===== config.mk =====
export PLATFORM = sky130hd
export DESIGN_NAME = f2c_cordic
export DESIGN_NICKNAME = d
export VERILOG_FILES = /design/src/rtl/frame_to_cartesian_converter_macros.svh /design/src/rtl/f2c_pkg.sv /design/src/rtl/f2c_cordic.sv
export SDC_FILE = /design/constraint.sdc
export NUM_CORES = 2
export LEC_CHECK = 0
export BUFFER_PORTS_ARGS = -buffer_cell sky130_fd_sc_hd__buf_2
export CORE_UTILIZATION = 55
export DETAILED_ROUTE_END_ITERATION = 12
export PLACE_DENSITY = 0.74
export SYNTH_ARGS = -nofsm -noshare
export SYNTH_HDL_FRONTEND = slang
export SYNTH_SLANG_ARGS = --single-unit

===== constraint.sdc =====
create_clock -name i_clk -period 6 [get_ports i_clk]
set_clock_uncertainty 0.2 [all_clocks]
set_input_delay 0.3 -clock i_clk [delete_from_list [all_inputs] [get_ports i_clk]]
set_output_delay 0.3 -clock i_clk [all_outputs]
set_load 0.1 [all_outputs]

===== src/rtl/frame_to_cartesian_converter_macros.svh =====
// ----------------------------------------------------------------------------
// Frame to Cartesian converter assertion macros
// Shared concurrent check templates used by the converter top level.
// ----------------------------------------------------------------------------
`ifndef FRAME_TO_CARTESIAN_CONVERTER_MACROS_SVH
`define FRAME_TO_CARTESIAN_CONVERTER_MACROS_SVH

// same-cycle implication, checked outside reset
`define F2C_ASSERT_SAME(label, clk, rst_n, ante, cons, msg) \
    label: assert property (@(posedge clk) disable iff (!rst_n) (ante) |-> (cons)) \
        else $error(msg);

// next-cycle implication, checked outside reset
`define F2C_ASSERT_NEXT(label, clk, rst_n, ante, cons, msg) \
    label: assert property (@(posedge clk) disable iff (!rst_n) (ante) |=> (cons)) \
        else $error(msg);

`endif


===== src/rtl/f2c_pkg.sv =====
// ----------------------------------------------------------------------------
// Frame to Cartesian converter package
// Fixed trig formats, CORDIC constants and shared code types.
// ----------------------------------------------------------------------------
package f2c_pkg;

    // angle as a full-turn fraction, quadrant in the top two bits
    localparam int TURN_W       = 32;
    // sine / cosine are Q2.30, held with headroom
    localparam int TRIG_W       = 34;
    localparam int TRIG_FRAC    = 30;
    // pipeline depth of the scaled multiplier
    localparam int MUL_LAT      = 4;
    localparam int ATAN_ENTRIES = 24;

    // reciprocal of the limiting CORDIC gain, 0.60725293500888 in Q2.30
    localparam logic signed [TRIG_W-1:0] CORDIC_START = TRIG_W'(652032874);

    // atan(2^-i) as a fraction of a full turn
    localparam logic [TURN_W-1:0] ATAN_TURNS [0:ATAN_ENTRIES-1] = '{
        32'h20000000, 32'h12E4051E, 32'h09FB385B, 32'h051111D4,
        32'h028B0D43, 32'h0145D7E1, 32'h00A2F61E, 32'h00517C55,
        32'h0028BE53, 32'h00145F2F, 32'h000A2F98, 32'h000517CC,
        32'h00028BE6, 32'h000145F3, 32'h0000A2FA, 32'h0000517D,
        32'h000028BE, 32'h0000145F, 32'h00000A30, 32'h00000518,
        32'h0000028C, 32'h00000146, 32'h000000A3, 32'h00000051
    };

    typedef enum logic [1:0] {
        KIND_CART    = 2'd0,
        KIND_CYL     = 2'd1,
        KIND_SPH     = 2'd2,
        KIND_INVALID = 2'd3
    } t_kind;

    typedef enum logic [1:0] {
        QUAD_I   = 2'd0,
        QUAD_II  = 2'd1,
        QUAD_III = 2'd2,
        QUAD_IV  = 2'd3
    } t_quadrant;

endpackage


===== src/rtl/f2c_cordic.sv =====
// ----------------------------------------------------------------------------
// Pipelined rotation-mode CORDIC
// One register stage per micro-rotation; gives cosine and sine in Q2.30.
// ----------------------------------------------------------------------------
module f2c_cordic #(
    parameter int ANGLE_WIDTH   = 16,
    parameter int CORDIC_STAGES = 16
) (
    input  logic                              i_clk,
    input  logic                              i_en,
    input  logic [ANGLE_WIDTH-1:0]            i_angle,
    output logic signed [f2c_pkg::TRIG_W-1:0] o_cos,
    output logic signed [f2c_pkg::TRIG_W-1:0] o_sin
);
    import f2c_pkg::*;

    logic signed [TRIG_W-1:0] r_x [0:CORDIC_STAGES];
    logic signed [TRIG_W-1:0] r_y [0:CORDIC_STAGES];
    logic signed [TRIG_W-1:0] r_z [0:CORDIC_STAGES];
    logic [1:0]               r_q [0:CORDIC_STAGES];
    logic [TURN_W-1:0]        w_turn;
    logic signed [TRIG_W-1:0] n_cos;
    logic signed [TRIG_W-1:0] n_sin;
    logic signed [TRIG_W-1:0] r_cos;
    logic signed [TRIG_W-1:0] r_sin;

    // widen angle to a full-turn fraction
    assign w_turn = {i_angle, {(TURN_W-ANGLE_WIDTH){1'b0}}};

    // start vector and quarter-turn residue
    always_ff @(posedge i_clk) begin
        if (i_en) begin
            r_x[0] <= CORDIC_START;
            r_y[0] <= '0;
            r_z[0] <= TRIG_W'(w_turn[TURN_W-3:0]);
            r_q[0] <= w_turn[TURN_W-1 -: 2];
        end
    end

    // micro-rotation stages, floor shifts
    for (genvar i = 0; i < CORDIC_STAGES; i++) begin : g_stage
        always_ff @(posedge i_clk) begin
            if (i_en) begin
                r_q[i+1] <= r_q[i];
                if (!r_z[i][TRIG_W-1]) begin
                    r_x[i+1] <= r_x[i] - (r_y[i] >>> i);
                    r_y[i+1] <= r_y[i] + (r_x[i] >>> i);
                    r_z[i+1] <= r_z[i] - TRIG_W'(ATAN_TURNS[i]);
                end else begin
                    r_x[i+1] <= r_x[i] + (r_y[i] >>> i);
                    r_y[i+1] <= r_y[i] - (r_x[i] >>> i);
                    r_z[i+1] <= r_z[i] + TRIG_W'(ATAN_TURNS[i]);
                end
            end
        end
    end

    // fold back into the full circle
    always_comb begin
        case (t_quadrant'(r_q[CORDIC_STAGES]))
            QUAD_I: begin
                n_cos = r_x[CORDIC_STAGES];
                n_sin = r_y[CORDIC_STAGES];
            end
            QUAD_II: begin
                n_cos = -r_y[CORDIC_STAGES];
                n_sin = r_x[CORDIC_STAGES];
            end
            QUAD_III: begin
                n_cos = -r_x[CORDIC_STAGES];
                n_sin = -r_y[CORDIC_STAGES];
            end
            QUAD_IV: begin
                n_cos = r_y[CORDIC_STAGES];
                n_sin = -r_x[CORDIC_STAGES];
            end
            default: begin
                n_cos = '0;
                n_sin = '0;
            end
        endcase
    end

    always_ff @(posedge i_clk) begin
        if (i_en) begin
            r_cos <= n_cos;
            r_sin <= n_sin;
        end
    end

    assign o_cos = r_cos;
    assign o_sin = r_sin;

endmodule


==> flow_metrics.py <==
metrics = {
    "yosys": {
        "synth_mux_area_share_pct": 0.9767,
        "yosysSeqAreaShare_pct": 36.67,
        "synthesis.nets": 13970,
        "synth.most_common_cell": "edfxtp_1",
        "synth_edf_count": 1497,
        "ys_top_cells_by_area": "edfxtp_1, ha_1, xnor2_1, a21oi_1, xor2_1",
        "async_reset_ff_share_pct": 0,
        "synth-simple-area-share_pct": 12.73,
        "yosysTopAreaCell": "edfxtp_1",
        "synth_xor_area_share_pct": 13.21,
        "netlist_instances": 12580,
        "synthAdderAreaFrac_pct": 14.15,
        "synth_common_cells": "edfxtp_1, ha_1, a21oi_1",
        "synth_cell_types": 101,
        "synth_top_cell_area_share_pct": 36.67,
        "syn_area_um2": 122600,
        "synth-compound-area-share_pct": 20.09,
        "ys.flop_type": "edfxtp_1",
        "synth_top_family_by_area": "compound AO/OA/AOI/OAI gates",
        "synth_seq_cells": 1497,
        "avgSynthCellArea_um2": 9.743,
        "ys_warn_count": 0,
    },
    "worst_setup_path": {
        "crit_type": "reg -> reg",
        "arrival_ns": 5.94,
        "cp_max_fo": 6,
        "r2r_cells": 18,
        "worstPathRequired_ns": 6.36,
        "r2r_slack_ns": 0.42,
        "critPathCaptureType": "flop",
        "critPathLaunchType": "flop",
        "reg2reg_from": "r_y[9][15]",
        "r2r-end": "r_x[10][31]",
    },
    "finish": {
        "fillers": 18490,
        "fin_nets": 14140,
        "multi_input_area_um2": 75000,
        "area_delta_synth_final_pct": 8.341,
        "seq_area_um2": 44950,
        "layout-drive-gt1-share_pct": 5.112,
        "utilization_pct": 60.21,
    },
    "clocking": {
        "clk_pin_slew_ns": 0.07,
        "numCtsBuffers": 170,
        "clockBufferDepth": 3,
        "cts.sinks": 1497,
        "insertion_delay_ns": 0.83,
        "cts_tree": "built",
        "post_cts_resized": 0,
        "htreeDepth": 4,
        "root_buffer": "clkbuf_16",
    },
    "global_route": {
        "grt_usage_pct": 27.64,
        "grt_max_degree": 174,
        "grt-ovfl-total": 0,
        "grt_pass1_vias": 91270,
        "grt_pass1_wl_mm": 497.5,
        "antenna_found_initial": 5,
    },
    "detailed_routing": {
        "wl_per_cell_um": 20.07,
        "dr.pass1.iters": 7,
        "vias_per_cell": 6.048,
        "wl_mm": 318.1,
        "drt_iter0_markers": 7303,
        "num_vias": 95860,
        "ant_nets": 0,
        "drc": 0,
    },
    "run": {
        "maxCapViolations": 0,
    },
    "floorplan": {
        "num_rows": 172,
        "num_io_pins": 86,
        "die_w_um": 474.1,
        "core_um2": 220600,
        "start_util_pct": 55.58,
        "die_area_um2": 224800,
        "die_y_um": 474.1,
    },
    "place": {
        "portBuffers": 85,
        "post-place-ws_ns": 0.4438,
        "dp.final_hpwl_mm": 249.9,
        "place_congestion": 0.9772,
    },
    "sta": {
        "finalSetupViolCount": 0,
        "hold_viol_final": 0,
        "max_freq_mhz": 179.3,
        "tightest_slew_ns": 1.278,
        "setup_ws_ns": 0.4224,
        "slew_viol_final": 0,
        "min_period_ns": 5.578,
        "slew_headroom_pct": 14.29,
        "tns_ns": 0,
        "fin_crit_sh_pct": 92.96,
        "hold_ws_ns": 0.2180,
        "grt_setup_unrepaired": "no",
    },
    "min_path": {
        "min-delay-start": "r_q[0][0]",
        "hp-class": "reg -> reg",
        "hold_path_end": "r_q[0][2]",
        "whs_path_depth": 0,
    },
    "status": {
        "status": "finished clean",
    },
}
## area by class of cell
type,count,area share (%)
multi-input cells,10380,56.47
flip-flops and latches,1497,33.84
clock buffers,195,3.306
well taps,2958,2.786
repair buffers,240,1.317
inverters,466,1.317
clock inverters,113,0.9609
diodes,1,0.001884
## cells by family after synthesis
| group | after synthesis |
|---|---|
| flops | 1497 |
| buf+inv | 706 |
| fa+ha+maj | 1365 |
| mux | 111 |
| xor+xnor | 1848 |
| simple gates | 3204 |
| compound gates | 3852 |
## through the flow
stage | cells | instance area [um^2]
after global routing | 15850 | 132800
after floorplan | 12580 | 122600
final | 15850 | 132800
after detailed placement | 15510 | 126800
after global placement | 15510 | 126800
after CTS | 15850 | 132800
## critical path, cell delays in order (launching register included)
cell	delay (ns)
edfxtp_1	0.45
or4_4	0.60
or4_1	0.44
nor2_1	0.24
nand2_1	0.08
nor2_1	0.18
nand2_1	0.13
nor4_1	0.54
a21oi_1	0.31
mux2_2	0.34
ha_1	0.36
a21o_1	0.23
a31o_2	0.23
a221oi_1	0.35
nor2b_1	0.09
nor2_1	0.15
o221ai_1	0.13
a21oi_1	0.19
xnor2_1	0.08
## registers in the layout (all words and copies together), names as in the netlist
name / cells
o_cos: 34
r_z: 443
r_x: 475
o_sin: 34
r_q: 34
r_y: 477
## repair_timing
item                      in CTS  in global routing
hold buffers                  33                  0
hold endpoints to repair      78                  0
buffers inserted               0                  0
## layer usage
layer  part of all wire, %  vias up  wire, um  track usage (%)
met2                    48     2456    152400            47.67
met4                   3.4        4     10700            9.135
met5                0.0088        -        28                0
met1                    44    45590    140500            36.04
met3                   4.5      569     14440            2.901
li1                      -    47240         -                -
## layout by cell type, fill, tap and decap left out, types with 60 or more instances in the layout
cell type / Yosys / final
o31ai_1: 136 / 136
nor3_1: 273 / 273
inv_1: 458 / 457
ha_1: 1329 / 1329
edfxtp_1: 1497 / 1497
nor4_1: 81 / 81
nand4_1: 94 / 94
o21bai_1: 149 / 149
o41ai_1: 60 / 60
a21o_1: 634 / 634
o21a_1: 191 / 191
or3_1: 92 / 92
nor2_1: 981 / 981
xor2_1: 637 / 637
xnor2_1: 1210 / 1210
buf_2: 4 / 84
clkbuf_16: 0 / 172
a31oi_1: 111 / 111
nand2b_1: 250 / 250
mux2i_1: 60 / 60
buf_4: 0 / 117
o21ai_0: 654 / 654
nor2b_1: 223 / 223
nand2_1: 684 / 679
and3_1: 90 / 90
a21oi_1: 1303 / 1303
a211oi_1: 118 / 118
nand3_1: 187 / 187
## how the worst max path moves through the flow
stage | to | start | depth (start not counted)
2_1_floorplan | r_x[10][26] | r_y[9][15] | 18
3_3_place_gp | r_z[8][33] | i_en | 16
3_5_place_dp | r_z[8][33] | i_en | 16
4_1_cts | r_x[5][31] | r_y[4][7] | 19
5_1_grt | r_x[10][33] | r_y[9][15] | 19
6_report | r_x[10][31] | r_y[9][15] | 18
Power is left out: the tool's default activity adds up to more than one toggle a clock period on the data nets, which glitch-free logic cannot reach.
