$ cat src/rtl/frame_to_cartesian_converter_macros.svh
// ----------------------------------------------------------------------------
// Frame to Cartesian converter assertion macros
// Shared concurrent check templates used by the converter top level.
// ----------------------------------------------------------------------------
`ifndef FRAME_TO_CARTESIAN_CONVERTER_MACROS_SVH
`define FRAME_TO_CARTESIAN_CONVERTER_MACROS_SVH

// same-cycle implication, checked outside reset
`define F2C_ASSERT_SAME(label, clk, rst_n, ante, cons, msg) \
    label: assert property (@(posedge clk) disable iff (!rst_n) (ante) |-> (cons)) \
        else $error(msg);

// next-cycle implication, checked outside reset
`define F2C_ASSERT_NEXT(label, clk, rst_n, ante, cons, msg) \
    label: assert property (@(posedge clk) disable iff (!rst_n) (ante) |=> (cons)) \
        else $error(msg);

`endif

$ cat src/rtl/f2c_pkg.sv
// ----------------------------------------------------------------------------
// Frame to Cartesian converter package
// Fixed trig formats, CORDIC constants and shared code types.
// ----------------------------------------------------------------------------
package f2c_pkg;

    // angle as a full-turn fraction, quadrant in the top two bits
    localparam int TURN_W       = 32;
    // sine / cosine are Q2.30, held with headroom
    localparam int TRIG_W       = 34;
    localparam int TRIG_FRAC    = 30;
    // pipeline depth of the scaled multiplier
    localparam int MUL_LAT      = 4;
    localparam int ATAN_ENTRIES = 24;

    // reciprocal of the limiting CORDIC gain, 0.60725293500888 in Q2.30
    localparam logic signed [TRIG_W-1:0] CORDIC_START = TRIG_W'(652032874);

    // atan(2^-i) as a fraction of a full turn
    localparam logic [TURN_W-1:0] ATAN_TURNS [0:ATAN_ENTRIES-1] = '{
        32'h20000000, 32'h12E4051E, 32'h09FB385B, 32'h051111D4,
        32'h028B0D43, 32'h0145D7E1, 32'h00A2F61E, 32'h00517C55,
        32'h0028BE53, 32'h00145F2F, 32'h000A2F98, 32'h000517CC,
        32'h00028BE6, 32'h000145F3, 32'h0000A2FA, 32'h0000517D,
        32'h000028BE, 32'h0000145F, 32'h00000A30, 32'h00000518,
        32'h0000028C, 32'h00000146, 32'h000000A3, 32'h00000051
    };

    typedef enum logic [1:0] {
        KIND_CART    = 2'd0,
        KIND_CYL     = 2'd1,
        KIND_SPH     = 2'd2,
        KIND_INVALID = 2'd3
    } t_kind;

    typedef enum logic [1:0] {
        QUAD_I   = 2'd0,
        QUAD_II  = 2'd1,
        QUAD_III = 2'd2,
        QUAD_IV  = 2'd3
    } t_quadrant;

endpackage

$ cat src/rtl/f2c_mul.sv
// ----------------------------------------------------------------------------
// Pipelined Q2.30 scaling multiplier
// Exact product scaled by 2^-30, magnitude rounded half away from zero,
// saturated to the output width. Four register stages.
// ----------------------------------------------------------------------------
module f2c_mul #(
    parameter int A_WIDTH = 32,
    parameter int B_WIDTH = 34,
    parameter int O_WIDTH = 32
) (
    input  logic                      i_clk,
    input  logic                      i_en,
    input  logic signed [A_WIDTH-1:0] i_a,
    input  logic signed [B_WIDTH-1:0] i_b,
    output logic signed [O_WIDTH-1:0] o_p
);
    import f2c_pkg::*;

    localparam int AL  = A_WIDTH / 2;
    localparam int AH  = A_WIDTH - AL;
    localparam int PLW = AL + B_WIDTH;
    localparam int PHW = AH + B_WIDTH;
    localparam int PW  = A_WIDTH + B_WIDTH;
    localparam int RW  = PW + 1 - TRIG_FRAC;
    localparam logic [PW:0]   ROUND = (PW+1)'(1) << (TRIG_FRAC - 1);
    localparam logic [RW-1:0] MAXP  = {{(RW-O_WIDTH+1){1'b0}}, {(O_WIDTH-1){1'b1}}};
    localparam logic [RW-1:0] MAXN  = MAXP + RW'(1);

    logic [A_WIDTH-1:0]        r_ma;
    logic [B_WIDTH-1:0]        r_mb;
    logic [PLW-1:0]            r_pl;
    logic [PHW-1:0]            r_ph;
    logic [RW-1:0]             r_mag;
    logic [2:0]                r_neg;
    logic [PW:0]               w_sum;
    logic signed [O_WIDTH-1:0] n_p;
    logic signed [O_WIDTH-1:0] r_p;

    // magnitudes and result sign
    always_ff @(posedge i_clk) begin
        if (i_en) begin
            r_ma     <= i_a[A_WIDTH-1] ? unsigned'(-i_a) : unsigned'(i_a);
            r_mb     <= i_b[B_WIDTH-1] ? unsigned'(-i_b) : unsigned'(i_b);
            r_neg[0] <= i_a[A_WIDTH-1] ^ i_b[B_WIDTH-1];
        end
    end

    // two partial products over the split first operand
    always_ff @(posedge i_clk) begin
        if (i_en) begin
            r_pl     <= PLW'(r_ma[AL-1:0]) * PLW'(r_mb);
            r_ph     <= PHW'(r_ma[A_WIDTH-1:AL]) * PHW'(r_mb);
            r_neg[1] <= r_neg[0];
        end
    end

    // recombine, round and drop the fraction
    assign w_sum = (PW+1)'({r_ph, {AL{1'b0}}}) + (PW+1)'(r_pl) + ROUND;

    always_ff @(posedge i_clk) begin
        if (i_en) begin
            r_mag    <= w_sum[PW:TRIG_FRAC];
            r_neg[2] <= r_neg[1];
        end
    end

    // saturate on the magnitude, then apply sign
    always_comb begin
        if (!r_neg[2] && (r_mag > MAXP)) begin
            n_p = {1'b0, {(O_WIDTH-1){1'b1}}};
        end else if (r_neg[2] && (r_mag > MAXN)) begin
            n_p = {1'b1, {(O_WIDTH-1){1'b0}}};
        end else if (r_neg[2]) begin
            n_p = -signed'(O_WIDTH'(r_mag));
        end else begin
            n_p = signed'(O_WIDTH'(r_mag));
        end
    end

    always_ff @(posedge i_clk) begin
        if (i_en) begin
            r_p <= n_p;
        end
    end

    assign o_p = r_p;

endmodule

$ cat config.mk
export PLATFORM = sky130hd
export DESIGN_NAME = f2c_mul
export DESIGN_NICKNAME = d
export VERILOG_FILES = /design/src/rtl/frame_to_cartesian_converter_macros.svh /design/src/rtl/f2c_pkg.sv /design/src/rtl/f2c_mul.sv
export SDC_FILE = /design/constraint.sdc
export NUM_CORES = 2
export LEC_CHECK = 0
export BUFFER_PORTS_ARGS = -buffer_cell sky130_fd_sc_hd__buf_2
export CORE_ASPECT_RATIO = 1.25
export CORE_MARGIN = 4
export CORE_UTILIZATION = 30
export CTS_BUF_LIST = sky130_fd_sc_hd__clkbuf_4 sky130_fd_sc_hd__clkbuf_8 sky130_fd_sc_hd__clkbuf_16
export DETAILED_ROUTE_END_ITERATION = 8
export SLEW_MARGIN = 40
export SYNTH_ARGS = -nofsm -noshare
export SYNTH_HDL_FRONTEND = slang
export SYNTH_SLANG_ARGS = --single-unit
$ cat constraint.sdc
create_clock -name i_clk -period 8.36 [get_ports i_clk]
set_input_delay 1.672 -clock i_clk [delete_from_list [all_inputs] [get_ports i_clk]]
set_output_delay 1.672 -clock i_clk [all_outputs]
set_load 0.02 [all_outputs]
==> impl_results.md <==
* Status: complete, no violations
* Worst path required time at 8.71 ns
* EDFF count, synth at 222
* CP Capture Type: flip-flop
* DRC viols at 0
* Top area cells in the synthesized netlist: fa_1 (40%), edfxtp_1 (15%), ha_1 (8.8%)
* Worst Setup Path Type: reg2reg
* DRT Wirelength at 116.7 mm
* Most frequent cell after synthesis: inv_1
* Share of the yosys chip area belonging to registers at 15.05%
* Crit path arrival time at 7.96 ns
* TritonCTS clock tree: yes
* Delay-heaviest family, CP: adder cells
* Endpoints failing setup at 0
* Syn-to-layout area delta at 8.995%
* Post-CTS resize count at 0
* CP dominant cell by count: fa_1
* Hold Path End: r_neg[1]
* Vias in the first global route at 34.45k
* Worst-path maximum fanout at 21
* Final-layout fill cell count at 15.11k
* Vias per std cell at 4.712
* Setup TNS at 0 ns
* Max Clk Rate at 131.5 MHz
* Clock-pin slew on the worst setup and hold paths at 0.06 ns
* Post-DRT Antenna Nets at 0
* CP Launch Type: flip-flop
* Max Slew Vio Count at 0
* Dominant cell type by area after synthesis: fa_1
* Worst hold path type: reg2reg
* Netlist cell types at 64
* Proportion of layout cells with a drive suffix above 1 at 6.300%
* Cells on Worst Hold Path at 0
* Max_slew headroom at 40.69%
* IO buf count at 99
* CTS buffer count at 27
* Main synth FF type: edfxtp_1
* Maximum root-to-sink buffer count at 3
* Clk_skew at 0.01276 ns
* RSZ-0062 raised after global routing: false
* Period minus WS final at 7.606 ns
* Synth warn at 0
* CTS Hold Bufs at 0
* FP Rows at 157
* Core area at 146,500 µm²
* R2R Path Start: r_ma[26]
* GRT Residual Overflow at 0
* Worst Path Buf+Inv at 6
* R2R depth at 23
* I/O Pins at 100
* Largest net degree at the start of global routing at 157
* Reg-to-reg critical path endpoint: r_ph[46]
* Synthesized Nets at 5,947
* RePlAce Congestion at 0.8873
* Vias at 31.24k
* Synthesized instance count at 4,677
* First DRT Iteration DRCs at 1,772
* Worst Hold Launch: r_neg[0]
* Nets at 5,968
* Post-Place Setup Slack at 0.5721 ns
* DR WL/cell at 17.60 µm
* Max_cap viols at 0
* Hold Fails Final Rpt at 0
* Die W at 351.7 µm
* Syn avg cell area at 9.470 µm²
* Drt pass-1 iters at 6
* Clk sink count at 222
* Detailed placement HPWL at 95.46 mm
* CP Cell Sequence: buf_4 > nand2_1 > fa_1 > inv_1 > fa_1 > fa_1 > fa_1 > fa_1 > inv_1 > fa_1 > inv_1 > ha_1 > nand4_1 > or2_2 > a2111oi_1 > buf_4 > o31ai_1 > buf_4 > o31ai_1 > a41oi_1 > nand2b_1 > a21oi_1 > xnor2_1
* Die area at 153,900 µm²
* CTS root buf: clkbuf_16
* H-tree depth at 1
* Post-synth top cells: inv_1 (972), fa_1 (891), nand2_1 (740)
* Final setup margin at 0.7538 ns
* Ys async rst share at 0%
* Initial core utilization at 30.22%
* First-pass GRT wire length at 189.7 mm
* Die Y-Extent at 437.6 µm
* Synth Cell Area at 44,290 µm²
* Setup Buffers After CTS at 0
* Total track usage at 15.55%
* Initial antenna violation count at 13
* Reg2Reg Setup Slack at 0.75 ns
* Slowest cell on the critical path: edfxtp_1
* Yosys top cell area share at 40.27%
* Peak per-stage delay on the critical path at 0.78 ns
* Least-Margin Pin Slew at 0.8896 ns
* Clk_lat worst skew at 0.61 ns
* Fin crit share at 90.98%
* Yosys reg bits at 222
[cell type report]
| class | instances | area [µm²] | share of cell area (%) |
|---|---|---|---|
| Sequential cell | 222 | 6666 | 13.81 |
| Clock inverter | 13 | 122.6 | 0.2540 |
| Tap cell | 1908 | 2387 | 4.945 |
| Timing Repair Buffer | 232 | 1654 | 3.426 |
| Inverter | 972 | 3649 | 7.558 |
| Multi-Input combinational cell | 3243 | 33060 | 68.49 |
| Clock buffer | 32 | 713.2 | 1.477 |
| Antenna cell | 8 | 20.02 | 0.04147 |
[cells in the final DEF (no fill, tap or decap), drive strengths merged, types with 3 or more instances in the layout]
| cell | netlist | routed |
|---|---|---|
| or2 | 6 | 6 |
| a211o | 4 | 4 |
| xor2 | 63 | 63 |
| o21a | 16 | 16 |
| a41oi | 5 | 5 |
| a21oi | 93 | 93 |
| nand4 | 23 | 23 |
| and2 | 439 | 439 |
| xnor2 | 135 | 135 |
| o31ai | 31 | 31 |
| fa | 891 | 891 |
| nand2 | 740 | 740 |
| nand3 | 23 | 23 |
| diode | 0 | 8 |
| nor2 | 81 | 81 |
| and4 | 3 | 3 |
| clkbuf | 237 | 32 |
| o21ai | 109 | 109 |
| clkinv | 0 | 9 |
| o211ai | 4 | 4 |
| nor2b | 16 | 16 |
| a211oi | 12 | 12 |
| or4 | 18 | 18 |
| a21o | 63 | 63 |
| a21boi | 7 | 7 |
| buf | 3 | 232 |
| inv | 972 | 973 |
| o41ai | 15 | 15 |
| o21bai | 19 | 19 |
| nor4 | 8 | 8 |
| nor3 | 20 | 20 |
| edfxtp | 222 | 222 |
| nand2b | 16 | 16 |
| or3 | 20 | 20 |
| and3 | 13 | 13 |
| ha | 311 | 311 |
| a31oi | 13 | 13 |
[metal layers]
layer	vias up	global-route usage (%)	wire length (µm)
met1	15863	20.39	49560
li1	14206	-	-
met5	-	0	34
met3	205	2.560	8097
met4	6	4.174	3284
met2	961	26.56	55730
[worst register-to-register path, stage by stage, from the launching register on]
cell	delay [ns]
edfxtp_1	0.78
buf_4	0.40
nand2_1	0.13
fa_1	0.55
inv_1	0.05
fa_1	0.48
fa_1	0.56
fa_1	0.45
fa_1	0.49
inv_1	0.05
fa_1	0.48
inv_1	0.05
ha_1	0.39
nand4_1	0.14
or2_2	0.34
a2111oi_1	0.63
buf_4	0.23
o31ai_1	0.07
buf_4	0.16
o31ai_1	0.39
a41oi_1	0.22
nand2b_1	0.11
a21oi_1	0.08
xnor2_1	0.13
[cells by family after synthesis]
kind of cell | Yosys count | synth area share [%]
AND/OR/NAND/NOR | 1432 | 15.64
buffers and inverters | 1212 | 10.32
adder cells (fa/ha/maj) | 1202 | 49.06
AO/OA/AOI/OAI | 410 | 5.992
flip-flops | 222 | 15.05
XOR/XNOR | 198 | 3.915
multiplexers | 1 | 0.02260
[through the flow]
stage / hold slack, ns / utilization [%] / instances / cell area [µm²]
6_report: 0.4181 / 32.94 / 6630 / 48270
5_1_grt: 0.4426 / 32.93 / 6624 / 48260
4_1_cts: 0.4209 / 32.90 / 6620 / 48210
3_5_place_dp: 0.4075 / 32.33 / 6575 / 47370
3_3_place_gp: 0.4108 / 32.22 / 6564 / 47220
2_1_floorplan: 0.4003 / - / 4677 / 44290
[worst max path at each step]
stage	cells after the start	start	end	slack, ns
4_1_cts	22	r_mb[11]	r_ph[48]	0.57
5_1_grt	23	r_ma[21]	r_ph[48]	0.31
6_report	23	r_ma[26]	r_ph[46]	0.75
3_3_place_gp	22	r_mb[18]	r_ph[48]	0.49
2_1_floorplan	24	r_ma[23]	r_ph[47]	1.65
3_5_place_dp	22	r_ma[18]	r_ph[48]	0.57
[registers in the layout, indices dropped and copies added, names as in the netlist]
name and count:
o_p 32, r_ma 32, r_mag 37, r_mb 34, r_neg 3, r_ph 50, r_pl 34
Power is left out: the tool's default activity adds up to more than one toggle a clock period on the data nets, which glitch-free logic cannot reach.
